**src/rtl/tcse_pkg.sv**
```systemverilog
// Package for the TCP connection state engine: phase, flag, kind and
// register codes, reset constants and the sequencer state type.
// No dependencies.
package tcse_pkg;

  localparam int unsigned NumConnsDefault = 8;

  localparam logic [15:0] AdvWindowReset  = 16'd4096;
  localparam logic [31:0] InitialSeqReset = 32'hC0DE0000;
  localparam logic [15:0] PortBaseReset   = 16'd49152;
  localparam logic [15:0] OpenPeerWin     = 16'd65535;

  localparam logic [7:0] FlagFin = 8'h01;
  localparam logic [7:0] FlagSyn = 8'h02;
  localparam logic [7:0] FlagRst = 8'h04;
  localparam logic [7:0] FlagAck = 8'h10;

  typedef enum logic [2:0] {
    PhClosed    = 3'd0,
    PhSynSent   = 3'd1,
    PhEst       = 3'd2,
    PhFw1       = 3'd3,
    PhFw2       = 3'd4,
    PhCloseWait = 3'd5,
    PhLastAck   = 3'd6,
    PhSpare     = 3'd7
  } phase_e;

  typedef enum logic [1:0] {
    KindSeg   = 2'd0,
    KindOpen  = 2'd1,
    KindClose = 2'd2,
    KindFree  = 2'd3
  } kind_e;

  localparam logic [1:0] RegAdvWindow  = 2'd0;
  localparam logic [1:0] RegInitialSeq = 2'd1;
  localparam logic [1:0] RegPortBase   = 2'd2;

  typedef enum logic [2:0] {
    StIdle,
    StScan,
    StRead,
    StExec,
    StEmit
  } state_e;

endpackage

```
**src/rtl/tcse_ram.sv**
```systemverilog
// Generic simple dual-port RAM (one write port, one read port) with registered read.
// No dependencies.
module tcse_ram #(
  parameter int unsigned Width = 32,
  parameter int unsigned Depth = 8
) (
  input  logic                     clk_i,
  input  logic                     we_i,
  input  logic [$clog2(Depth)-1:0] waddr_i,
  input  logic [Width-1:0]         wdata_i,
  input  logic [$clog2(Depth)-1:0] raddr_i,
  output logic [Width-1:0]         rdata_o
);
  logic [Width-1:0] mem_q [Depth];

  always_ff @(posedge clk_i) begin
    if (we_i) mem_q[waddr_i] <= wdata_i;
    rdata_o <= mem_q[raddr_i];
  end
endmodule

```
**src/rtl/tcp_connection_state_engine.sv**
```systemverilog
// TCP connection state engine top level: slot tables, sequencer, result port.
// Depends on tcse_pkg and tcse_ram.
//
// One word is accepted when start is high and busy low. Segment words scan
// the slots one per cycle through the single read port of the slot RAM;
// open words scan the phase table for a closed slot. Close reads its slot
// from the RAM, and free only marks the slot closed.
// Up to two results follow, each on the ports for one cycle under
// result_valid_o; the receiver cannot stall them. Config writes are taken
// at any edge but belong to idle time.
module tcp_connection_state_engine #(
  parameter int unsigned NUM_CONNS = tcse_pkg::NumConnsDefault
) (
  input  logic        clk_i,
  input  logic        rst_ni,
  input  logic        cfg_we_i,
  input  logic [1:0]  cfg_index_i,
  input  logic [31:0] cfg_wdata_i,
  input  logic        start,
  output logic        busy,
  input  logic [1:0]  kind_i,
  input  logic [31:0] peer_address_i,
  input  logic [15:0] peer_port_i,
  input  logic [15:0] own_port_i,
  input  logic [2:0]  slot_index_i,
  input  logic [7:0]  seg_flags_i,
  input  logic [31:0] seg_seq_i,
  input  logic [31:0] seg_ack_i,
  input  logic [15:0] seg_window_i,
  input  logic [3:0]  seg_data_offset_i,
  input  logic [15:0] ip_total_length_i,
  input  logic [3:0]  ip_header_words_i,
  output logic        result_valid_o,
  output logic        status_o,
  output logic [2:0]  which_slot_o,
  output logic [7:0]  out_flags_o,
  output logic [31:0] out_seq_o,
  output logic [31:0] out_ack_o,
  output logic [15:0] out_src_port_o,
  output logic [15:0] out_dst_port_o,
  output logic [31:0] out_peer_address_o,
  output logic [15:0] out_window_o,
  output logic [2:0]  conn_phase_o,
  output logic [15:0] peer_window_o,
  output logic        last_o
);
  localparam int unsigned SW = (NUM_CONNS > 1) ? $clog2(NUM_CONNS) : 1;
  localparam int unsigned CW = $clog2(NUM_CONNS + 1);
  // entry: own port, peer port, address, send next, recv next, peer window
  localparam int unsigned EW = 16 + 16 + 32 + 32 + 32 + 16;

  typedef struct packed {
    logic [15:0] own_port;
    logic [15:0] peer_port;
    logic [31:0] addr;
    logic [31:0] snd;
    logic [31:0] rcv;
    logic [15:0] pwin;
  } entry_t;

  tcse_pkg::state_e state_q, state_d;

  logic [15:0] adv_window_q;
  logic [31:0] initial_seq_q;
  logic [15:0] port_base_q;
  logic [15:0] next_eph_q, next_eph_d;
  tcse_pkg::phase_e phase_q [NUM_CONNS];

  // latched command word
  logic [1:0]  kind_q;
  logic [31:0] addr_q;
  logic [15:0] pport_q, oport_q;
  logic [7:0]  flags_q;
  logic [31:0] sq_q, ak_q;
  logic [15:0] win_q;
  logic        short_q;
  logic [16:0] hdr_q;
  logic [15:0] tot_q;
  logic [2:0]  idx_q;

  logic [CW-1:0] scan_q, scan_d;     // slot being read
  logic [CW-1:0] chk_q, chk_d;       // slot whose data is on rdata
  logic          chk_v_q, chk_v_d;
  logic [SW-1:0] slot_q, slot_d;
  entry_t        ent_q, ent_d;
  logic          fail_q, fail_d;
  logic [1:0]    nres_q, nres_d;
  logic [1:0]    ecnt_q, ecnt_d;
  logic [7:0]    fl0_q, fl0_d, fl1_q, fl1_d;
  logic [31:0]   sn0_q, sn0_d, sn1_q, sn1_d;

  logic          we;
  logic [SW-1:0] waddr, raddr;
  entry_t        wdata, rdata;
  logic          ph_we;
  tcse_pkg::phase_e ph_wval;

  tcse_ram #(.Width(EW), .Depth(NUM_CONNS)) u_tab (
    .clk_i  (clk_i),
    .we_i   (we),
    .waddr_i(waddr),
    .wdata_i(wdata),
    .raddr_i(raddr),
    .rdata_o(rdata)
  );

  wire accept = start && (state_q == tcse_pkg::StIdle);
  assign busy = (state_q != tcse_pkg::StIdle);

  // payload length, zero if not positive
  logic [16:0] dl_w;
  logic        dl_pos;
  always_comb begin
    dl_pos = {1'b0, tot_q} > hdr_q;
    dl_w   = dl_pos ? ({1'b0, tot_q} - hdr_q) : 17'd0;
  end
  wire [31:0] sq_dl = sq_q + {15'd0, dl_w};

  always_ff @(posedge clk_i or negedge rst_ni) begin
    if (!rst_ni) begin
      state_q       <= tcse_pkg::StIdle;
      adv_window_q  <= tcse_pkg::AdvWindowReset;
      initial_seq_q <= tcse_pkg::InitialSeqReset;
      port_base_q   <= tcse_pkg::PortBaseReset;
      next_eph_q    <= tcse_pkg::PortBaseReset;
      for (int i = 0; i < NUM_CONNS; i++) phase_q[i] <= tcse_pkg::PhClosed;
      scan_q  <= '0;
      chk_q   <= '0;
      chk_v_q <= 1'b0;
      ecnt_q  <= '0;
      nres_q  <= '0;
    end else begin
      state_q    <= state_d;
      next_eph_q <= next_eph_d;
      scan_q     <= scan_d;
      chk_q      <= chk_d;
      chk_v_q    <= chk_v_d;
      ecnt_q     <= ecnt_d;
      nres_q     <= nres_d;
      if (ph_we) phase_q[slot_d] <= ph_wval;
      if (cfg_we_i) begin
        unique case (cfg_index_i)
          tcse_pkg::RegAdvWindow:  adv_window_q  <= cfg_wdata_i[15:0];
          tcse_pkg::RegInitialSeq: initial_seq_q <= cfg_wdata_i;
          tcse_pkg::RegPortBase:   port_base_q   <= cfg_wdata_i[15:0];
          default: ;
        endcase
      end
    end
  end

  always_ff @(posedge clk_i) begin
    if (accept) begin
      kind_q  <= kind_i;
      addr_q  <= peer_address_i;
      pport_q <= peer_port_i;
      oport_q <= own_port_i;
      flags_q <= seg_flags_i;
      sq_q    <= seg_seq_i;
      ak_q    <= seg_ack_i;
      win_q   <= seg_window_i;
      short_q <= seg_data_offset_i < 4'd5;
      hdr_q   <= {11'd0, seg_data_offset_i, 2'b00} + {11'd0, ip_header_words_i, 2'b00};
      tot_q   <= ip_total_length_i;
      idx_q   <= slot_index_i;
    end
    slot_q <= slot_d;
    ent_q  <= ent_d;
    fail_q <= fail_d;
    fl0_q  <= fl0_d;
    fl1_q  <= fl1_d;
    sn0_q  <= sn0_d;
    sn1_q  <= sn1_d;
  end

  wire idx_ok = ({{(32-3){1'b0}}, idx_q} < NUM_CONNS);

  always_comb begin
    tcse_pkg::phase_e ph;
    logic [16:0] nx;
    state_d    = state_q;
    next_eph_d = next_eph_q;
    scan_d     = scan_q;
    chk_d      = chk_q;
    chk_v_d    = 1'b0;
    slot_d     = slot_q;
    ent_d      = ent_q;
    fail_d     = fail_q;
    nres_d     = nres_q;
    ecnt_d     = ecnt_q;
    fl0_d      = fl0_q;
    fl1_d      = fl1_q;
    sn0_d      = sn0_q;
    sn1_d      = sn1_q;
    we         = 1'b0;
    waddr      = slot_q;
    wdata      = ent_q;
    ph_we      = 1'b0;
    ph_wval    = tcse_pkg::PhClosed;
    raddr      = scan_q[SW-1:0];
    ph         = phase_q[slot_q];
    nx         = '0;

    unique case (state_q)
      tcse_pkg::StIdle: begin
        if (accept) begin
          nres_d = '0;
          ecnt_d = '0;
          fail_d = 1'b0;
          scan_d = '0;
          unique case (tcse_pkg::kind_e'(kind_i))
            tcse_pkg::KindSeg, tcse_pkg::KindOpen: state_d = tcse_pkg::StScan;
            tcse_pkg::KindClose: begin
              slot_d  = slot_index_i[SW-1:0];
              scan_d  = CW'(slot_index_i[SW-1:0]);
              state_d = tcse_pkg::StRead;
            end
            tcse_pkg::KindFree: begin
              if ({{(32-3){1'b0}}, slot_index_i} < NUM_CONNS) begin
                slot_d  = slot_index_i[SW-1:0];
                ph_we   = 1'b1;
                ph_wval = tcse_pkg::PhClosed;
              end
            end
            default: ;
          endcase
        end
      end

      // one slot a cycle; RAM data for chk arrives the cycle after its read
      tcse_pkg::StScan: begin
        if (tcse_pkg::kind_e'(kind_q) == tcse_pkg::KindOpen) begin
          if (scan_q == CW'(NUM_CONNS)) begin
            fail_d  = 1'b1;
            nres_d  = 2'd1;
            state_d = tcse_pkg::StEmit;
          end else if (phase_q[scan_q[SW-1:0]] == tcse_pkg::PhClosed) begin
            slot_d  = scan_q[SW-1:0];
            state_d = tcse_pkg::StExec;
          end else begin
            scan_d = scan_q + 1'b1;
          end
        end else begin
          if (chk_v_q && phase_q[chk_q[SW-1:0]] != tcse_pkg::PhClosed &&
              rdata.own_port == oport_q && rdata.peer_port == pport_q &&
              rdata.addr == addr_q) begin
            slot_d  = chk_q[SW-1:0];
            ent_d   = rdata;
            state_d = tcse_pkg::StExec;
          end else if (scan_q == CW'(NUM_CONNS)) begin
            if (!chk_v_q) state_d = tcse_pkg::StIdle;
          end else begin
            chk_d   = scan_q;
            chk_v_d = 1'b1;
            scan_d  = scan_q + 1'b1;
          end
        end
      end

      tcse_pkg::StRead: begin
        ent_d   = rdata;
        state_d = tcse_pkg::StExec;
        if (!chk_v_q) begin
          chk_v_d = 1'b1;
          state_d = tcse_pkg::StRead;
        end
      end

      tcse_pkg::StExec: begin
        state_d = tcse_pkg::StEmit;
        priority case (tcse_pkg::kind_e'(kind_q))
          tcse_pkg::KindOpen: begin
            wdata.addr      = addr_q;
            wdata.peer_port = pport_q;
            wdata.own_port  = next_eph_q;
            wdata.snd       = initial_seq_q + 32'd1;
            wdata.rcv       = '0;
            wdata.pwin      = tcse_pkg::OpenPeerWin;
            we      = 1'b1;
            ent_d   = wdata;
            fl0_d   = tcse_pkg::FlagSyn;
            sn0_d   = initial_seq_q;
            nres_d  = 2'd1;
            ph_we   = 1'b1;
            ph_wval = tcse_pkg::PhSynSent;
            nx = {1'b0, next_eph_q} + 17'd1;
            next_eph_d = (nx[15:0] < port_base_q) ? port_base_q : nx[15:0];
          end
          tcse_pkg::KindClose: begin
            if (idx_ok && (ph == tcse_pkg::PhEst || ph == tcse_pkg::PhCloseWait)) begin
              fl0_d     = tcse_pkg::FlagFin | tcse_pkg::FlagAck;
              sn0_d     = ent_q.snd;
              wdata.snd = ent_q.snd + 32'd1;
              we        = 1'b1;
              ent_d     = wdata;
              nres_d    = 2'd1;
              ph_we     = 1'b1;
              ph_wval   = (ph == tcse_pkg::PhEst) ? tcse_pkg::PhFw1 : tcse_pkg::PhLastAck;
            end else begin
              state_d = tcse_pkg::StIdle;
            end
          end
          default: begin
            state_d = tcse_pkg::StIdle;
            if (!short_q) begin
              if ((flags_q & tcse_pkg::FlagRst) != 0) begin
                ph_we = 1'b1;
                ph_wval = tcse_pkg::PhClosed;
              end else begin
                unique case (ph)
                  tcse_pkg::PhSynSent: begin
                    if ((flags_q & (tcse_pkg::FlagSyn | tcse_pkg::FlagAck)) ==
                        (tcse_pkg::FlagSyn | tcse_pkg::FlagAck)) begin
                      wdata.rcv  = sq_q + 32'd1;
                      wdata.snd  = ak_q;
                      wdata.pwin = win_q;
                      fl0_d = tcse_pkg::FlagAck;
                      sn0_d = ak_q;
                      nres_d = 2'd1;
                      ph_we = 1'b1;
                      ph_wval = tcse_pkg::PhEst;
                    end
                  end
                  tcse_pkg::PhEst: begin
                    if ((flags_q & tcse_pkg::FlagAck) != 0) wdata.pwin = win_q;
                    if (dl_pos) wdata.rcv = sq_dl;
                    if ((flags_q & tcse_pkg::FlagFin) != 0) begin
                      wdata.rcv = sq_dl + 32'd1;
                      fl0_d = tcse_pkg::FlagAck;
                      fl1_d = tcse_pkg::FlagFin | tcse_pkg::FlagAck;
                      sn0_d = ent_q.snd;
                      sn1_d = ent_q.snd;
                      wdata.snd = ent_q.snd + 32'd1;
                      nres_d = 2'd2;
                      ph_we = 1'b1;
                      ph_wval = tcse_pkg::PhLastAck;
                    end else if (dl_pos) begin
                      fl0_d = tcse_pkg::FlagAck;
                      sn0_d = ent_q.snd;
                      nres_d = 2'd1;
                    end
                  end
                  tcse_pkg::PhFw1, tcse_pkg::PhFw2: begin
                    sn0_d = ent_q.snd;
                    sn1_d = ent_q.snd;
                    fl0_d = tcse_pkg::FlagAck;
                    fl1_d = tcse_pkg::FlagAck;
                    if (dl_pos) begin
                      wdata.rcv = sq_dl;
                      nres_d = 2'd1;
                    end
                    if ((flags_q & tcse_pkg::FlagFin) != 0) begin
                      wdata.rcv = sq_dl + 32'd1;
                      nres_d = dl_pos ? 2'd2 : 2'd1;
                      ph_we = 1'b1;
                      ph_wval = tcse_pkg::PhClosed;
                    end else if (ph == tcse_pkg::PhFw1 &&
                                 (flags_q & tcse_pkg::FlagAck) != 0) begin
                      ph_we = 1'b1;
                      ph_wval = tcse_pkg::PhFw2;
                    end
                  end
                  tcse_pkg::PhLastAck: begin
                    if ((flags_q & tcse_pkg::FlagAck) != 0) begin
                      ph_we = 1'b1;
                      ph_wval = tcse_pkg::PhClosed;
                    end
                  end
                  default: ;
                endcase
                we    = 1'b1;
                ent_d = wdata;
                // in fin_wait the first result's sequence is the stored send next
                if (ph == tcse_pkg::PhFw1 || ph == tcse_pkg::PhFw2) begin
                  sn0_d = ent_q.snd;
                end
              end
            end
            if (nres_d != 2'd0) state_d = tcse_pkg::StEmit;
          end
        endcase
      end

      tcse_pkg::StEmit: begin
        ecnt_d = ecnt_q + 2'd1;
        if (ecnt_q + 2'd1 == nres_q) state_d = tcse_pkg::StIdle;
      end

      default: state_d = tcse_pkg::StIdle;
    endcase
  end

  // ack per result: fin_wait data ACK reports seq+dl, its FIN ACK seq+dl+1;
  // every other ACK reports the stored receive next; results without ACK report zero
  logic [31:0] ack0_q, ack1_q;
  always_ff @(posedge clk_i) begin
    if (state_q == tcse_pkg::StExec) begin
      ack0_q <= ent_d.rcv;
      ack1_q <= ent_d.rcv;
      if (tcse_pkg::kind_e'(kind_q) == tcse_pkg::KindSeg &&
          (phase_q[slot_q] == tcse_pkg::PhFw1 || phase_q[slot_q] == tcse_pkg::PhFw2) &&
          dl_pos && (flags_q & tcse_pkg::FlagFin) == 0) begin
        ack0_q <= sq_dl;
      end else if (tcse_pkg::kind_e'(kind_q) == tcse_pkg::KindSeg &&
          (phase_q[slot_q] == tcse_pkg::PhFw1 || phase_q[slot_q] == tcse_pkg::PhFw2) &&
          dl_pos) begin
        ack0_q <= sq_dl;
      end
    end
  end

  wire [7:0] cur_fl = ecnt_q[0] ? fl1_q : fl0_q;
  wire emitting = (state_q == tcse_pkg::StEmit);

  assign result_valid_o     = emitting;
  assign status_o           = fail_q;
  assign which_slot_o       = fail_q ? 3'd0 : 3'(slot_q);
  assign out_flags_o        = fail_q ? 8'd0 : cur_fl;
  assign out_seq_o          = fail_q ? 32'd0 : (ecnt_q[0] ? sn1_q : sn0_q);
  assign out_ack_o          = (fail_q || (cur_fl & tcse_pkg::FlagAck) == 0) ? 32'd0 :
                              (ecnt_q[0] ? ack1_q : ack0_q);
  assign out_src_port_o     = fail_q ? 16'd0 : ent_q.own_port;
  assign out_dst_port_o     = fail_q ? 16'd0 : ent_q.peer_port;
  assign out_peer_address_o = fail_q ? 32'd0 : ent_q.addr;
  assign out_window_o       = fail_q ? 16'd0 : adv_window_q;
  assign conn_phase_o       = fail_q ? 3'd0 : phase_q[slot_q];
  assign peer_window_o      = fail_q ? 16'd0 : ent_q.pwin;
  assign last_o             = emitting && (ecnt_q + 2'd1 == nres_q);

`ifndef SYNTHESIS
  a_no_start_busy: assert property (@(posedge clk_i) disable iff (!rst_ni)
    result_valid_o |-> busy) else $error("result outside busy");
  a_count: assert property (@(posedge clk_i) disable iff (!rst_ni)
    result_valid_o |-> (nres_q == 2'd1 || nres_q == 2'd2)) else $error("bad count");
  a_fail_one: assert property (@(posedge clk_i) disable iff (!rst_ni)
    (result_valid_o && status_o) |-> last_o) else $error("fail not last");
  a_last_idle: assert property (@(posedge clk_i) disable iff (!rst_ni)
    (result_valid_o && last_o) |=> !result_valid_o) else $error("extra result");
`endif
endmodule
```
**config.mk**
```make
export PLATFORM = sky130hd
export DESIGN_NAME = tcp_connection_state_engine
export DESIGN_NICKNAME = d
export VERILOG_FILES = /design/src/rtl/tcse_pkg.sv /design/src/rtl/tcse_ram.sv /design/src/rtl/tcp_connection_state_engine.sv
export SDC_FILE = /design/constraint.sdc
export NUM_CORES = 2
export LEC_CHECK = 0
export BUFFER_PORTS_ARGS = -buffer_cell sky130_fd_sc_hd__buf_4
export CORE_MARGIN = 2
export CORE_UTILIZATION = 60
export CTS_BUF_LIST = sky130_fd_sc_hd__clkbuf_8
export DETAILED_ROUTE_END_ITERATION = 10
export MAX_ROUTING_LAYER = met4
export PLACE_DENSITY = 0.8
export SKIP_CTS_REPAIR_TIMING = 1
export SLEW_MARGIN = 5
export SYNTH_ARGS = -nofsm -noshare
export SYNTH_HDL_FRONTEND = slang
export SYNTH_SLANG_ARGS = --single-unit
```
**constraint.sdc**
```tcl
create_clock -name clk_i -period 14.8 [get_ports clk_i]
set_clock_uncertainty 0.05 [all_clocks]
set_input_delay 4.44 -clock clk_i [delete_from_list [all_inputs] [get_ports clk_i]]
set_output_delay 4.44 -clock clk_i [all_outputs]
set_load 0.03 [all_outputs]
```
Word-level counts from Yosys, hierarchy flattened

Memory sizes are Yosys's and may differ from the RTL's. A register that Yosys moved wholly into a read port is not among the register bits.
Cells that the tools add are included.

$add $sub $neg: 10
$lt $le $gt $ge: 8
Equality and inequality tests: 51
Mux-type cells: 157
Bitwise logic cells: 10
Reduce and logical (&&, ||, !) cells: 51

Operators with widths:

| kind                                           | count |
|---|---|
| two-way mux 32 bit                             | 18 |
| two-way mux 80 bit                             | 6 |
| two-way mux 144 bit                            | 3 |
| case mux 144 bit (3 select lines)              | 1 |
| case mux 144 bit (2 select lines)              | 1 |
| case mux 32 bit (2 select lines)               | 4 |
| case mux 32 bit (3 select lines)               | 2 |
| adder 32 x 1 -> 32 bit (second input constant) | 4 |
| two-way mux 64 bit                             | 2 |
| two-way mux 3 bit                              | 34 |
| two-way mux 16 bit                             | 6 |
| case mux 48 bit (2 select lines)               | 1 |
| two-way mux 8 bit                              | 9 |
| zero test 32 bit                               | 2 |
| adder 32 x 17 -> 32 bit                        | 1 |
| equality test 16 bit                           | 2 |
| equality test 32 bit                           | 1 |
| case mux 16 bit (2 select lines)               | 1 |
| case mux 8 bit (2 select lines)                | 2 |
| two-way mux 2 bit                              | 14 |
| binary-select mux 3 bit (select 3 bit)         | 3 |
| bitwise mux 24 bit                             | 1 |
| two-way mux 4 bit                              | 6 |
| case mux 3 bit (2 select lines)                | 4 |
| other kinds (53)                               | 159 |

Register bits: 596
Memory bits (writable): 1152
Input port bits: 219
Output and inout port bits: 178
Word-level logic and storage cells: 331
Memories: 1

Memory list:

| memory      | depth | width | rd ports | clocked after Yosys merged registers in | wr ports | line           | text |
|---|---|---|---|---|---|---|---|
| u_tab.mem_q | 8     | 144   | 1        | 1                                       | 1        | tcse_ram.sv:14 | `logic [Width-1:0] mem_q [Depth];` |

Logic depth before layout (Yosys ltp)

Depth after elaboration: 18
Depth in mapped cells: 25
Depth with buffers taken out: 22

Hierarchy

From an unflattened synthesis, not the netlist that was laid out.

Cell total of the unflattened synthesis: 5642
Area, all modules: 81610.8 um2

Modules (own cells, without submodules):

| module                      | times used | cells each | area an instance (um2) |
|---|---|---|---|
| tcse_ram                    | 1          | 1821       | 46166.8 |
| tcp_connection_state_engine | 1          | 3821       | 35444.0 |

Worst setup path after synthesis

OpenSTA, ideal clock, no wires.

Kind: flip-flop to flip-flop
From: register slot_q[1]
To: memory u_tab.mem_q[0][0] (netlist bit) (enable)
Setup time: 824 ps
Arrival time: 12305 ps
Path slack: 1622 ps
Stages on the path, launching flop included: 10
Cells stage by stage: dfxtp_1 > clkbuf_1 > mux4_2 > mux2i_4 > o21ai_0 > nor2_1 > a21o_1 > a31oi_1 > or3_1 > nor3_1

Word-level cells in the longest chain between the ends: 11

RTL lines:

| what                                                                       | line                               | text |
|---|---|---|
| start: declaration                                                         | tcp_connection_state_engine.sv:84  | `logic [SW-1:0] slot_q, slot_d;` |
| start signal: assignment                                                   | tcp_connection_state_engine.sv:167 | `slot_q <= slot_d;` |
| inverter 3 -> 4 bit (implied by the code)                                  | tcp_connection_state_engine.sv:201 | `ph = phase_q[slot_q];` |
| binary-select mux 3 bit (select 3 bit)                                     | tcp_connection_state_engine.sv:201 |  |
| two-way mux 3 bit (implied by the code) (2 in a row)                       | tcp_connection_state_engine.sv:201 |  |
| equality test 3 x 2 -> 1 bit / equality test 3 bit (equally long branches) | tcp_connection_state_engine.sv:290 | `if (idx_ok && (ph == tcse_pkg::PhEst \|\| ph == tcse_pkg::PhCloseWait)) begin` |
| logical OR 1 bit                                                           | tcp_connection_state_engine.sv:290 |  |
| two-way mux 1 bit                                                          | tcp_connection_state_engine.sv:290 |  |
| case mux 1 bit (2 select lines)                                            | tcp_connection_state_engine.sv:271 | `priority case (tcse_pkg::kind_e'(kind_q))` |
| two-way mux 1 bit                                                          | tcp_connection_state_engine.sv:204 | `unique case (state_q)` |
| two-way mux 1 bit                                                          | tcse_ram.sv:17                     | `if (we_i) mem_q[waddr_i] <= wdata_i;` |
| two-way mux 1 bit (implied by the code)                                    | tcse_ram.sv:17                     |  |
| end: declaration                                                           | tcse_ram.sv:14                     |  |

Several ways; a longest one is shown, not always the timed one. The select of a mux whose other input is x is not followed.

Worst setup path in the final report

From: register ecnt_q[0]
To: output port out_ack_o[0]

Word-level cells in the longest chain between the ends: 4

RTL lines:

| what                     | line                               | text |
|---|---|---|
| start: declaration       | tcp_connection_state_engine.sv:88  | `logic [1:0] ecnt_q, ecnt_d;` |
| start signal: assignment | tcp_connection_state_engine.sv:138 | `ecnt_q <= ecnt_d;` |
| two-way mux 8 bit        | tcp_connection_state_engine.sv:412 | `wire [7:0] cur_fl = ecnt_q[0] ? fl1_q : fl0_q;` |
| zero test 32 bit         | tcp_connection_state_engine.sv:420 | `assign out_ack_o = (fail_q \|\| (cur_fl & tcse_pkg::FlagAck) == 0) ? 32'd0 :` |
| logical OR 1 bit         | tcp_connection_state_engine.sv:420 |  |
| two-way mux 32 bit *     | tcp_connection_state_engine.sv:420 |  |
| end: declaration         | tcp_connection_state_engine.sv:38  | `output logic [31:0] out_ack_o,` |

Every way passes the cells marked *; elsewhere a longest branch is shown, timed or not.

==> impl_metrics.json <==
{
  "outcome": "completed",
  "seq_area_frac_synth_pct": 66.2,
  "fillCellCount": 8730,
  "grtUsageTotal_pct": 33.7,
  "initial_core_util_pct": 60.6,
  "vias": 52900,
  "area_growth_pct": 13.1,
  "clockBufferDepth": 4,
  "synth_fa_ha_area_share_pct": 0.861,
  "rrSetupSlack_ns": 7.51,
  "hp-class": "flop to flop",
  "setup_violations": 0,
  "path_cells": "buf_4 -> mux2i_1 -> nor2_1 -> buf_4",
  "power_leakage_uw": 0.0331,
  "root_buffer": "clkbuf_8",
  "via_per_inst": 6.57,
  "fp.dieW_um": 372,
  "whs_endpoint": "ent_q[7]$_DFFE_PP_",
  "internal-power_uw": 11500,
  "synth_simple_gate_area_share_pct": 8.29,
  "power_frac_clock_pct": 24.3,
  "fin_util_pct": 68.6,
  "placementRows": 134,
  "async_reset_ff_share_pct": 6.37,
  "cts.sinks": 1867,
  "maxCapViolations": 0,
  "dieArea_mm2": 0.138,
  "dr.pass1.iters": 9,
  "slew_violations": 0,
  "synth_compound_gate_area_share_pct": 6.94,
  "synth_flop_cell": "edfxtp_1",
  "final_nets": 6312,
  "synth_top_family_by_area": "multiplexers",
  "ir_worst_vdd_mv": 0.158,
  "path_buf_inv": 2,
  "power.density_mw_per_mm2": 196,
  "final_cell_mix": "edfxtp_1 (1569), nand2_1 (692), buf_4 (451), clkbuf_8 (351), mux4_2 (295)",
  "ys_ff_latch": 1867,
  "synth_top_area_share_pct": 58.1,
  "cts_tree": "yes",
  "ant_nets": 0,
  "crit_path_end_kind": "output port",
  "grt_pass1_vias": 51900,
  "crit_family": "flip-flops",
  "netlist_area_mm2": 0.0811,
  "htreeDepth": 5,
  "worst_path_max_delay_cell": "dfrtp_4",
  "dp_cells": 7493,
  "layout_commonest_cell": "edfxtp_1",
  "routed_wl_um": 227000,
  "antenna_found_initial": 8,
  "grt_max_degree": 131,
  "hp-start": "u_tab.rdata_o[7]$_DFF_P_",
  "synth_edf_count": 1569,
  "pre_cts_slack_ns": 7.75,
  "cts_inserted_buffers": 312,
  "rr_endpoint": "u_tab.mem_q[2][33]$_DFFE_PP_",
  "die_h_um": 372,
  "arrival_ns": 3.58,
  "post-route-min-period_ns": 8.07,
  "cp_data_required_time_ns": 10.31,
  "finalNonFillerCells": 8052,
  "path_class": "flop to output port",
  "slew_headroom_pct": 14.7,
  "clk_pin_slew_ns": 0.06,
  "worstMarginPinSlew_ns": 1.27,
  "fin_area_mm2": 0.0918,
  "slowest_delay_ns": 0.92,
  "rr_startpoint": "tot_q[5]$_DFFE_PP_",
  "reg2regPathDepth": 20,
  "critPathMaxFanout": 37,
  "avgSynthCellArea_um2": 14.5,
  "gp_congestion": 1.01,
  "rsz0062_at_grt": "false",
  "portBuffers": 387,
  "setup_tns_ns": 0,
  "clock_latency_ns": 1.04,
  "synth_area_leaders": "edfxtp_1 (58%), mux4_2 (8.2%), dfxtp_1 (4.4%), mux2_2 (3.5%), dfrtp_1 (3.3%)",
  "pwr-share-seq_pct": 43.9,
  "finalCritPeriodShare_pct": 54.5,
  "synthXorXnorAreaFrac_pct": 2.48,
  "synthCells": 5587,
  "power_frac_comb_pct": 31.8,
  "worstSetupStartpoint": "ecnt_q[0]$_DFFE_PN0P_",
  "synth_top_area_cell": "edfxtp_1",
  "io_pins": 397,
  "hold_path_depth": 2,
  "layout-drive-gt1-share_pct": 23.7,
  "final_hold_viol_count": 0,
  "drt_iter0_markers": 8097,
  "grt-ovfl-total": 0,
  "startpoint_type": "flop",
  "grt_pass1_wl_um": 332000,
  "core_mm2": 0.134,
  "hpwl_um": 137000,
  "switching_share_pct": 35.9,
  "synth-warning-count": 0,
  "clock.fmax_ghz": 0.124,
  "synth.mux.area_fraction_pct": 13.2,
  "crit_top_cell": "buf_4",
  "wl_per_cell_um": 28.2,
  "worst_slack_ns": 6.73,
  "ys_types": 97,
  "power_switching_uw": 6450,
  "drc": 0,
  "place_area_mm2": 0.0859
}
## cell usage after synthesis (all sizes together), types with 14 or more instances
library cell  count
nand4            50
a21oi           200
a31oi            31
mux2            257
mux2i           116
a21o             53
o211ai           32
nor2b           109
buf              97
nor3b            14
a22oi            72
dfrtp           106
nand3            90
and4             16
edfxtp         1569
o21a             17
clkbuf          231
nor2            269
a211oi           21
xnor2           113
nand2           693
and3             47
a22o             23
nor4             42
a221o            16
dfxtp           179
inv              87
mux4            295
nor3             58
and2             28
nand2b           14
o21ai           281
xor2            117
a221oi           16
ha               51
## how the worst max path moves through the flow
stage / to / depth (start not counted)
floorplan: u_tab.mem_q[0][0]$_DFFE_PP_ / 9
global placement: out_ack_o[0] / 4
detailed placement: out_ack_o[0] / 4
CTS: out_ack_o[0] / 4
global route: out_ack_o[0] / 4
finish: out_ack_o[0] / 4
## power groups by stage
| stage | combinational (µW) | clock [µW] | sequential (µW) |
|---|---|---|---|
| 3_3_place_gp | 5440 | 0 | 7930 |
| 5_1_grt | 6090 | 4640 | 7940 |
| 6_report | 5730 | 4370 | 7900 |
| 2_1_floorplan | 4080 | 0 | 7480 |
| 4_1_cts | 5640 | 4420 | 7860 |
| 3_5_place_dp | 5590 | 0 | 7950 |
## per-layer routing
layer | up-vias | track usage, % | part of all wire, %
met4 | 0 | 14.0 | 4.6
met1 | 26200 | 45.6 | 38
met2 | 3803 | 49.1 | 45
met5 | - | - | 0
li1 | 22200 | - | -
met3 | 724 | 8.49 | 12
## state kept, by name, summed over array words and instances (netlist names), 24 cells and up
name and count:
ack0_q 32, ack1_q 32, addr_q 32, ak_q 32, ent_q 144, initial_seq_q 32
phase_q 24, sn0_q 32, sn1_q 32, sq_q 32, u_tab.mem_q 1152, u_tab.rdata_o 144
## tightest hold or removal path: stages, from the launching register on
cell and delay [ns]:
dfxtp_1 0.31, nand2_1 0.04, nand2_1 0.05
## cell families (layout without fill, tap and decap cells)
| family | after synthesis | count (layout) |
|---|---|---|
| flops | 1867 | 1867 |
| simple gates | 1469 | 1469 |
| compound gates | 880 | 880 |
| mux | 668 | 668 |
| buf+inv | 418 | 1102 |
| xor+xnor | 230 | 230 |
| fa+ha+maj | 54 | 54 |
| other cells | 1 | 14 |
## final cells by class
type                            count  area, µm²  share of cell area (%)
Multi-Input combinational cell   3306      26000                    28.3
Timing Repair Buffer              462       3610                    3.93
Clock buffer                      351       4830                    5.26
Clock inverter                    199       1080                    1.17
Sequential cell                  1867      53700                    58.5
Inverter                           90        348                   0.379
Tap cell                         1768       2210                    2.41
Antenna cell                        9       22.5                  0.0245
## metrics by stage
| step | hold WS (ns) | total power [µW] |
|---|---|---|
| after floorplan | 0.374 | 11600 |
| after global placement | 0.432 | 13400 |
| after detailed placement | 0.434 | 13500 |
| after CTS | 0.450 | 17900 |
| after global routing | 0.461 | 18700 |
| final | 0.449 | 18000 |
No activity file was read; power rests on OpenSTA's default activity.
